## src/sv/ufd_pkg.sv

```systemverilog
// Package for the UTF-8 stream decoder: field widths, byte-class constants,
// and helper functions shared by the decoder modules and interfaces.
// Depends on nothing.
`default_nettype none

package ufd_pkg;

  localparam int unsigned ByteW           = 8;
  localparam int unsigned CpW             = 31;
  localparam int unsigned ContBitsW       = 6;
  localparam int unsigned MaxContBytesDef = 5;
  localparam int unsigned QueueDepthDef   = 4;

  localparam logic [7:0] AsciiLimit = 8'h80;
  localparam logic [7:0] ContMask   = 8'hC0;
  localparam logic [7:0] ContTag    = 8'h80;
  localparam logic [7:0] PayloadAll = 8'h3F;

  function automatic int unsigned cnt_width(int unsigned mc);
    return $clog2(mc + 1);
  endfunction

  function automatic int unsigned job_width(int unsigned mc);
    return 1 + ByteW + cnt_width(mc) + ContBitsW * (mc - 1) + 1 + CpW + 1 + 1;
  endfunction

  function automatic logic [2:0] cont_needed(logic [7:0] b);
    logic [2:0] n;
    if (b < 8'hC0) n = 3'd0;
    else if (b < 8'hE0) n = 3'd1;
    else if (b < 8'hF0) n = 3'd2;
    else if (b < 8'hF8) n = 3'd3;
    else if (b < 8'hFC) n = 3'd4;
    else if (b < 8'hFE) n = 3'd5;
    else n = 3'd0;
    return n;
  endfunction

endpackage

`default_nettype wire

```

## src/sv/ufd_queue.sv

```systemverilog
// Small register queue of decode jobs between the front and back ends of
// the UTF-8 stream decoder. Uses ufd_pkg for its default width and depth.
`default_nettype none

module ufd_queue import ufd_pkg::*; #(
  parameter int unsigned Width = job_width(MaxContBytesDef),
  parameter int unsigned Depth = QueueDepthDef,
  localparam int unsigned Aw = $clog2(Depth)
) (
  input  wire logic             clk_i,
  input  wire logic             rst_ni,
  input  wire logic             push_i,
  input  wire logic [Width-1:0] data_i,
  output logic                  full_o,
  input  wire logic             pop_i,
  output logic [Width-1:0]      data_o,
  output logic                  empty_o
);

  logic [Width-1:0] mem_q [Depth];
  logic [Aw-1:0]    wptr_q, rptr_q;
  logic [Aw:0]      count_q;

  assign full_o  = (count_q == (Aw + 1)'(Depth));
  assign empty_o = (count_q == '0);
  assign data_o  = mem_q[rptr_q];

  always_ff @(posedge clk_i) begin
    if (push_i) begin
      mem_q[wptr_q] <= data_i;
    end
  end

  always_ff @(posedge clk_i or negedge rst_ni) begin
    if (!rst_ni) begin
      wptr_q  <= '0;
      rptr_q  <= '0;
      count_q <= '0;
    end else begin
      if (push_i) begin
        wptr_q <= (wptr_q == Aw'(Depth - 1)) ? '0 : wptr_q + 1'b1;
      end
      if (pop_i) begin
        rptr_q <= (rptr_q == Aw'(Depth - 1)) ? '0 : rptr_q + 1'b1;
      end
      if (push_i && !pop_i) begin
        count_q <= count_q + 1'b1;
      end else if (pop_i && !push_i) begin
        count_q <= count_q - 1'b1;
      end
    end
  end

endmodule

`default_nettype wire

```

## config.mk

```make
export PLATFORM = sky130hd
export DESIGN_NAME = ufd_queue
export DESIGN_NICKNAME = d
export VERILOG_FILES = /design/src/sv/ufd_pkg.sv /design/src/sv/ufd_queue.sv
export SDC_FILE = /design/constraint.sdc
export NUM_CORES = 1
export LEC_CHECK = 0
export BUFFER_PORTS_ARGS = -buffer_cell sky130_fd_sc_hd__buf_2
export CORE_ASPECT_RATIO = 0.9
export CORE_UTILIZATION = 55
export DETAILED_ROUTE_END_ITERATION = 7
export MAX_ROUTING_LAYER = met4
export PLACE_DENSITY = 0.77
export SLEW_MARGIN = 10
export SYNTH_ARGS = -nofsm -noshare
export SYNTH_HDL_FRONTEND = slang
export SYNTH_SLANG_ARGS = --single-unit
```

## constraint.sdc

```tcl
create_clock -name clk_i -period 5.93 [get_ports clk_i]
set_input_delay 1.779 -clock clk_i [delete_from_list [all_inputs] [get_ports clk_i]]
set_output_delay 1.779 -clock clk_i [all_outputs]
set_load 0.05 [all_outputs]
```

## Word-level counts from Yosys, hierarchy flattened

Memories as Yosys holds them, arrays and structs flattened.
Index checks and enable logic that the tools add are counted.

| word-level totals | value |
|---|---|
| memories | 1 |
| bits in writable memories | 280 |
| bits of input ports | 74 |
| flip-flop bits (word level) | 7 |
| word-level logic and storage cells | 23 |

| operators by class | value |
|---|---|
| reductions and logical operators | 6 |
| equality and inequality tests | 3 |
| muxes and demuxes | 6 |
| add/subtract/negate cells | 4 |

Memory list:

| memory | words | width | rd ports | clocked after memory_dff | write ports | line | text |
|---|---|---|---|---|---|---|---|
| mem_q | 4 | 70 | 1 | 0 | 1 | ufd_queue.sv:20 | `logic [Width-1:0] mem_q [Depth];` |

Operator list:

| cell | number |
|---|---|
| 3-bit 2-to-1 mux | 2 |
| 2-bit by 1-bit adder with 2-bit output, second input constant | 2 |
| 2-bit == test, second input constant | 2 |
| 2-bit 2-to-1 mux | 2 |
| 3-bit by 1-bit adder with 3-bit output, second input constant | 1 |
| 3-bit == test, second input constant | 1 |
| 3-bit zero test | 1 |
| 3-bit by 1-bit subtractor with 3-bit output, second input constant | 1 |
| 1-bit logical AND | 2 |
| 1-bit zero test | 2 |
| 1-bit 2-to-1 mux | 2 |
| 2-bit nonzero test | 1 |

## Logic depth before layout (Yosys ltp)

Gate-level depths: netlist (run 1).

| depth | value |
|---|---|
| word-level depth | 4 |
| depth in mapped cells | 7 |

## Least setup slack after synthesis (run 1)

No wires, ideal clock.

| timing | value |
|---|---|
| kind | input to register |
| start | input push_i |
| end | memory mem_q[0][0] in the netlist's numbering, enable pin |
| stages | 1 |
| setup time | 0.435 ns |
| arrival time | 3.419 ns |
| buffers on the path | 0 |
| setup slack | 2.075 ns |
| required time | 5.495 ns |
| cell sequence | and2_1 |

| on the way | value |
|---|---|
| cells in the longest elaborated chain, start to end | 2 |

Ends and longest elaborated chain:

| what | line | text |
|---|---|---|
| from (decl) | ufd_queue.sv:12 | `input wire logic push_i,` |
| 1-bit 2-to-1 mux | ufd_queue.sv:29 | `if (push_i) begin` |
| 1-bit 2-to-1 mux (not written as such) | ufd_queue.sv:30 | `mem_q[wptr_q] <= data_i;` |
| to (decl) | ufd_queue.sv:20 |  |

Every way passes these cells.

## Final worst setup path (run 1)

| timing | value |
|---|---|
| start | register rptr_q[0] |
| end | output data_o[4] |

| on the way | value |
|---|---|
| cells in the longest elaborated chain, start to end | 1 |

Ends and longest elaborated chain:

| what | line | text |
|---|---|---|
| from (decl) | ufd_queue.sv:21 | `logic [Aw-1:0] wptr_q, rptr_q;` |
| from (signal assigned) | ufd_queue.sv:44 | `rptr_q <= (rptr_q == Aw'(Depth - 1)) ? '0 : rptr_q + 1'b1;` |
| memory read 4 x 70 bit | - |  |
| to (decl) | ufd_queue.sv:16 | `output logic [Width-1:0] data_o,` |

Every way passes these cells.

==> results of run 1 <==
==> cell families (layout without fill, tap and decap cells) <==
kind of cell	after synthesis	in the layout	share of synthesized area [%]
and+or+nand+nor	11	11	0.5314
muxes	73	73	15.27
xor gates and xnor gates	3	3	0.2481
DFF	287	287	81.02
buffers and inverters	20	200	1.937
other	0	4	0
AOI/OAI and AO/OA	2	2	0.09449
adders and majority gates	7	7	0.8976
==> cells in the mapped netlist <==
master | instances | area, sq um
ha_1 | 6 | 75.07
inv_1 | 4 | 15.01
buf_6 | 1 | 11.26
mux2_2 | 3 | 33.78
buf_2 | 7 | 35.03
fa_1 | 1 | 20.02
mux4_1 | 2 | 52.55
edfxtp_1 | 280 | 8408
nor3b_1 | 1 | 7.510
buf_12 | 7 | 140.1
dfrtp_1 | 7 | 175.2
xnor2_1 | 1 | 8.760
nand2_1 | 2 | 7.510
mux4_2 | 68 | 1531
nor3_1 | 1 | 5.000
o21ai_0 | 2 | 10.01
and2_1 | 4 | 25.02
xor2_1 | 2 | 17.52
nor2_1 | 3 | 11.26
clkbuf_1 | 1 | 3.750
==> final timing paths <==
kind | endpoint | slack, ps
worst max-delay path | data_o[4] | 1330
worst min-delay path | count_q[2] | 500
worst max register to register | mem_q[1][20] | 3940
worst min register to register | count_q[2] | 500
max in group asynchronous | rptr_q[0] | 4660
min in group asynchronous | count_q[2] | 1080
==> registers in the layout, summed over array words and instances (netlist names) <==
signal	flops
mem_q	280
count_q	3
rptr_q	2
wptr_q	2
==> metal layers <==
| metal | global-route usage [%] | wire (um) | vias to the layer above |
|---|---|---|---|
| met5 | - | 0 | - |
| met4 | 5.040 | 388 | 0 |
| met3 | 4.623 | 1545 | 30 |
| met2 | 29.32 | 8515 | 197 |
| met1 | 27.53 | 7724 | 2384 |
| li1 | - | - | 2059 |
==> final cells by class <==
| type | instances | area [sq um] | area share (%) |
|---|---|---|---|
| clock buffers | 34 | 701.9 | 5.671 |
| flip-flops and latches | 287 | 8591 | 69.40 |
| well taps | 245 | 306.5 | 2.477 |
| repair buffers | 147 | 740.7 | 5.984 |
| clock inverters | 15 | 197.7 | 1.597 |
| diodes | 4 | 10.01 | 0.08087 |
| multi-input cells | 96 | 1815 | 14.67 |
| inverters | 4 | 15.01 | 0.1213 |
==> power by group through the flow <==
stage / combinational [W] / clock [W] / sequential, W
3_3_place_gp: 0.00238 / 0 / 0.00291
6_report: 0.00239 / 0.00174 / 0.00288
3_5_place_dp: 0.00242 / 0 / 0.00294
4_1_cts: 0.00242 / 0.00177 / 0.00290
5_1_grt: 0.00250 / 0.00185 / 0.00293
2_1_floorplan: 0.00219 / 0 / 0.00272
==> per-stage QoR <==
step | instances | total power, W | util (%)
2_1_floorplan | 403 | 0.004903 | -
3_3_place_gp | 779 | 0.005290 | 61.52
3_5_place_dp | 779 | 0.005354 | 61.52
4_1_cts | 828 | 0.007093 | 66.35
5_1_grt | 831 | 0.007279 | 66.39
6_report | 832 | 0.007016 | 66.40
==> results.cfg, run 1 <==
[timing]
maxSlewHeadroom_pct = 26.97
timing.fmax_mhz = 217.5
setup_tns_ps = 0
fin_hold_ws_ps = 495.9
period_share_pct = 77.54
hold_viol = 0
setup_viol = 0
finalClockSkew_ps = 18.68
fin_crit_ps = 4598
max_slew.worst_pin.slew_ps = 1095
maxSlewViolCount = 0
worst_slack_ps = 1332
rsz0062_at_grt = no

[clock_network]
h-tree-depth = 1
cts_resized = 0
max-clock-path-buffers = 3
cts_hold_buf = 0
cts_tree = yes
worstSkewPairLatency_ps = 520
cts.sinks = 287
cts_buffers = 27
root_buffer = clkbuf_16
clk_pin_slew_worst_paths_ps = 60
cts_setup_buffers = 0

[die]
core-area_sq_um = 18640
die_w_um = 148.3
start_util_pct = 56.83
io_pins = 146
die_area_sq_um = 19820
dieHeight_um = 133.7
num_rows = 47

[logic_synthesis]
avgSynthCellArea_sq_um = 26.29
netlist_instances = 403
synth-seq-area-share_pct = 81.02
ys_ff_latch = 287
syn_nets = 484
yosysUniqueCellTypes = 20
netlist_area_sq_um = 10590
ys_warn_count = 0

[detailed_routing]
ant_nets = 0
vias = 4670
drt_first_pass_iters = 4
routed_wl_um = 18170
drt_iter0_markers = 272
wire_per_inst_um = 21.84
drc = 0
vias_per_cell = 5.613

[critical_path]
critPathKind = flop to output pin
r2r_cells = 3
cp_slowest_stage_delay_ps = 990
path_cells = buf_4 > mux4_2 > buf_2
worst-path-stages = 3
required_ps = 4150
slowest_stage = dfrtp_4
path_delay_family = flip-flops
cp-startpoint = rptr_q[0]
cp-start-kind = flop
critical_path.max_fanout = 44
cp-end-kind = output pin
cp_data_arrival_time_ps = 2820
rr_startpoint = wptr_q[1]
path_buf_inv = 2

[final_layout]
synthToLayoutAreaGrowth_pct = 16.84
drive_above_1_share_pct = 44.77
finalInstanceArea_sq_um = 12380
fill_cells = 1163
layout_common_cells = 280 x edfxtp_1, 145 x buf_2, 68 x mux4_2
nets = 644
final_common_cell = edfxtp_1

[placed_design]
post_dp_cell_area_sq_um = 11470
portBuffers = 145
pre_cts_slack_ps = 1796
hpwl_um = 10560
gp_congestion = 0.7553

[power_and_ir_drop]
combPwrFrac_pct = 34.1
swShare_pct = 37.01
power_switching_w = 0.002597
p_int_w = 0.004419
ir_worst_vdd_mv = 0.5162
p_per_area_nw_per_um2 = 566.8
leakagePower_nw = 4.249
p_seq_share_pct = 41.0
pwr-share-clk_pct = 24.8

[min_path]
hold_depth = 1
min_path_type = flop to flop
min_from = count_q[2]

[grt]
first_global_vias = 5053
grt_pass1_wl_um = 28250
gr-total-overflow = 0
antenna_found_initial = 3
grtUsageTotal_pct = 19.58
grt_max_degree = 73

[status]
outcome = finished, final reports clean

[flow_run]
maxCapViolations = 0
(Power assumes the default switching activity.)
==> run 2, diff against run 1 <==
- CORE_UTILIZATION: 55 -> 51
- PLACE_DENSITY: 0.77 -> 0.75
- clock period: 5.93 -> 3.85 ns (I/O delays scaled with it)
==> run 2 against run 1 <==
Effect of this change:
- worst hold slack lost 38 ps
- die area is 7.7% higher
- global-route usage shrank 1.2 points
- highest routed layer unchanged
- critical path type unchanged
- register-to-register slack got worse by 2000 ps
- critical path depth did not move
- clock power up 57%
- power is 56% higher
- count of clock-buffer cells in the layout increased by 2
- sequential power increased by 50%
- cell area increased by 1.4%
==> results.cfg, run 2 (same netlist as run 1, synthesis figures left out) <==
[timing]
hold_viol = 0
maxSlewViolCount = 0
period_share_pct = 95.66
rsz0062_at_grt = no
worst_slack_ps = 167.1
maxSlewHeadroom_pct = 52.29
setup_viol = 0
fin_crit_ps = 3683
finalClockSkew_ps = 12.69
max_slew.worst_pin.slew_ps = 715.7
timing.fmax_mhz = 271.5
setup_tns_ps = 0

[final_layout]
fill_cells = 1376
seq_area_sq_um = 8591
finalInstanceArea_sq_um = 12560
layout_common_cells = 280 x edfxtp_1, 145 x buf_2, 68 x mux4_2
nets = 651
largest_reg_flops = 280
final_common_cell = edfxtp_1
largest_register = mem_q
multi_input_area_sq_um = 1815
biggestRegsByFlops = mem_q: 280 flops, count_q: 3 flops
synthToLayoutAreaGrowth_pct = 18.52
fin_cells = 850
drive_above_1_share_pct = 45.95

[detailed_routing]
drc = 0
drt_iter0_markers = 305
vias = 4767
vias_per_cell = 5.608
routed_wl_um = 18620
ant_nets = 0
drt_first_pass_iters = 4
wire_per_inst_um = 21.91

[critical_path]
required_ps = 2690
cp-end-kind = output pin
rr_startpoint = wptr_q[0]
path_delay_family = flip-flops
path_buf_inv = 2
r2r_cells = 4
cp-start-kind = flop
slowest_stage = dfrtp_4
reg2reg_slack_ps = 1940
critPathKind = flop to output pin
cp_slowest_stage_delay_ps = 880
crit-reg2reg-capture = mem_q[0][49]
path_cells = buf_12 > mux4_2 > buf_2
critical_path.max_fanout = 35
cp_data_arrival_time_ps = 2530

[die]
die_area_sq_um = 21350
core-area_sq_um = 20170
dieHeight_um = 138.7
die_w_um = 153.9
num_rows = 49
io_pins = 146
start_util_pct = 52.52

[min_path]
min_path_type = input port to asynchronous set/reset pin

[placed_design]
pre_cts_slack_ps = 686.5
post_dp_cell_area_sq_um = 11610
gp_congestion = 0.7023
hpwl_um = 11250
portBuffers = 145
placed_cells = 795

[clock_network]
cts_tree = yes
worstSkewPairLatency_ps = 530
cts_buffers = 28
h-tree-depth = 1
max-clock-path-buffers = 3
cts_resized = 0
clk_pin_slew_worst_paths_ps = 60
cts_hold_buf = 0
cts_setup_buffers = 0
cts.sinks = 287
root_buffer = clkbuf_16

[power_and_ir_drop]
ir_worst_vdd_mv = 0.6313
leakagePower_nw = 4.325
p_per_area_nw_per_um2 = 873.9

[grt]
first_global_vias = 5049
gr-total-overflow = 0
antenna_found_initial = 1
grt_max_degree = 43
grtUsageTotal_pct = 18.33
grt_pass1_wl_um = 28430

[status]
outcome = finished, final reports clean

[flow_run]
maxCapViolations = 0
run 2: changes by cell type in the layout (fill, tap and decap cells not counted):
cell        previous run  this run
buf_4                  2         1
buf_12                 0         7
clkinvlp_4             0         1
clkbuf_16             27        29
bufinv_16              5         4
diode_2                4         3
clkinv_1               5         3
clkinv_2               4         7
run 2: worst max path at each step:
| stage | slack [ps] | cells after the start | from | endpoint |
|---|---|---|---|---|
| 2_1_floorplan | 620 | 1 | push_i | mem_q[0][0] |
| 3_3_place_gp | 700 | 3 | rptr_q[0] | data_o[63] |
| 3_5_place_dp | 690 | 3 | rptr_q[0] | data_o[63] |
| 4_1_cts | 110 | 3 | rptr_q[0] | data_o[24] |
| 5_1_grt | 10 | 3 | rptr_q[0] | data_o[60] |
| 6_report | 170 | 3 | rptr_q[0] | data_o[63] |
run 2: area by class of cell:
class	count	area share (%)
Clock inverter	16	1.455
Timing Repair Buffer	153	6.956
Multi-Input combinational cell	96	14.46
Antenna cell	3	0.05979
Tap cell	255	2.541
Clock buffer	36	5.989
Sequential cell	287	68.42
Inverter	4	0.1196
run 2: where the power goes:
group	internal, W	switching [W]	total [W]
Combinational	0.00124	0.00267	0.00392
Clock	0.00165	0.00109	0.00274
Sequential	0.00401	0.000310	0.00432
run 2: per-layer routing:
metal,vias to the layer above,global-route usage (%),wire length (um)
li1,2075,-,-
met1,2494,23.79,7578
met2,166,29.62,9278
met3,32,4.406,1436
met4,0,4.263,329
met5,-,-,0
run 2: through the flow:
step	power, W	utilization [%]	hold slack [ps]
final	0.01097	62.25	457.9
after global routing	0.01137	62.22	448.7
after CTS	0.01111	62.21	440.0
after detailed placement	0.008360	57.58	488.9
after global placement	0.008262	57.58	470.5
after floorplan	0.007551	-	456.3
run 2: worst register-to-register path, stage by stage, from the launching register on:
cell and delay, ps:
dfrtp_1 410, inv_1 120, ha_1 160, and2_4 580
buf_12 320
==> run 3, diff against run 2 <==
==> constraint.sdc (replaced) <==
create_clock -name clk_i -period 3.85 [get_ports clk_i]
set_input_delay 0.9625 -clock clk_i [delete_from_list [all_inputs] [get_ports clk_i]]
set_output_delay 0.9625 -clock clk_i [all_outputs]
set_load 0.05 [all_outputs]
==> run 3 against run 2 <==
Effect of this change:
- non-clock buffer count decreased by 5
- die area unchanged
- utilization decreased by 0.37 points
- critical path type unchanged
- count of clock-buffer cells in the layout decreased by 4
- clock power increased by 3%
==> results.cfg, run 3 (same netlist as run 1, synthesis figures left out) <==
[die]
io_pins = 146
die_w_um = 153.9
die_area_sq_um = 21350
dieHeight_um = 138.7
core-area_sq_um = 20170
start_util_pct = 52.52
num_rows = 49

[critical_path]
cp-start-kind = flop
required_ps = 2890
path_delay_family = flip-flops
path_cells = buf_4 > mux4_2 > buf_2
path_buf_inv = 2
critPathKind = flop to output pin
slowest_stage = dfrtp_4
cp_slowest_stage_delay_ps = 820
critical_path.max_fanout = 32
cp_data_arrival_time_ps = 2520
cp-end-kind = output pin

[timing]
maxSlewViolCount = 0
max_slew.worst_pin.slew_ps = 1096
rsz0062_at_grt = no
fin_hold_ws_ps = 254.9
setup_tns_ps = 0
hold_viol = 0
finalClockSkew_ps = 10.92
timing.fmax_mhz = 286.9
maxSlewHeadroom_pct = 26.91
setup_viol = 0
fin_crit_ps = 3486
worst_slack_ps = 364.0
period_share_pct = 90.55

[clock_network]
clk_pin_slew_worst_paths_ps = 60
h-tree-depth = 1
cts_tree = yes
worstSkewPairLatency_ps = 530
root_buffer = clkbuf_16
cts_hold_buf = 0
cts_buffers = 29
max-clock-path-buffers = 3
cts.sinks = 287
cts_setup_buffers = 0
cts_resized = 0

[grt]
grt_max_degree = 73
grtUsageTotal_pct = 17.96
gr-total-overflow = 0
first_global_vias = 5030
antenna_found_initial = 1
grt_pass1_wl_um = 28110

[final_layout]
multi_input_area_sq_um = 1815
fill_cells = 1359
final_common_cell = edfxtp_1
largest_reg_flops = 280
fin_util_pct = 61.88
layout_common_cells = 280 x edfxtp_1, 145 x buf_2, 68 x mux4_2
largest_register = mem_q
seq_area_sq_um = 8591
synthToLayoutAreaGrowth_pct = 17.81
nets = 647
biggestRegsByFlops = mem_q: 280 flops, count_q: 3 flops
drive_above_1_share_pct = 45.75

[flow_run]
maxCapViolations = 0

[detailed_routing]
drt_iter0_markers = 278
routed_wl_um = 18130
drc = 0
ant_nets = 0
wire_per_inst_um = 21.46
vias = 4636
drt_first_pass_iters = 4
vias_per_cell = 5.486

[placed_design]
portBuffers = 145
pre_cts_slack_ps = 850.2
hpwl_um = 10280
gp_congestion = 0.6961

[power_and_ir_drop]
p_per_area_nw_per_um2 = 878.5
ir_worst_vdd_mv = 0.5834
leakagePower_nw = 4.302

[min_path]
min_path_type = input port to asynchronous set/reset pin

[status]
outcome = finished, final reports clean
## run 3: cell types whose count changed in the layout (fill, tap and decap cells not counted), sizes merged
cell      previous run  this run
clkinv              10        16
diode                3         2
buf                153       148
clkinvlp             1         0
bufinv               4         5
clkbuf              36        32
inv                  5         4
## run 3: where the power goes
part           leakage, nW  switching [W]  internal, W
combinational         1.17        0.00256      0.00119
sequential            2.65       0.000374      0.00402
clock                0.483        0.00111      0.00171
## run 3: area by class of cell
class	instances	share of cell area (%)
antenna	2	0.04010
clock buffer	32	5.905
tap	255	2.556
clock inverter	21	1.905
sequential	287	68.83
inverter	4	0.1203
timing repair buffer	148	6.095
multi-input combinational	96	14.55
## run 3: worst paths after layout
check                      slack, ps  cells after the start           to       start
min reg2reg                      510                      1   count_q[2]  count_q[2]
min in group clk_i               510                      1   count_q[2]  count_q[2]
max in group asynchronous       3420                      1    rptr_q[1]      rst_ni
max reg2reg                     1860                      3  mem_q[0][6]   wptr_q[0]
min                              250                      1    wptr_q[1]      rst_ni
max                              360                      3   data_o[28]   rptr_q[0]
## run 3: stage by stage
stage               instance area [sq um]  power [W]  instances
floorplan                           10590   0.007551        403
global placement                    11500   0.008197        790
detailed placement                  11500   0.008279        790
CTS                                 12480    0.01111        843
global route                        12480    0.01139        844
finish                              12480    0.01096        845
## run 3: routing by layer
layer  global-route usage, %  wire length, um  vias up
li1                        -                -     2068
met1                   22.66             7373     2393
met2                   29.33             9155      144
met3                   4.688             1205       31
met4                   4.368              399        0
met5                       -                0        -
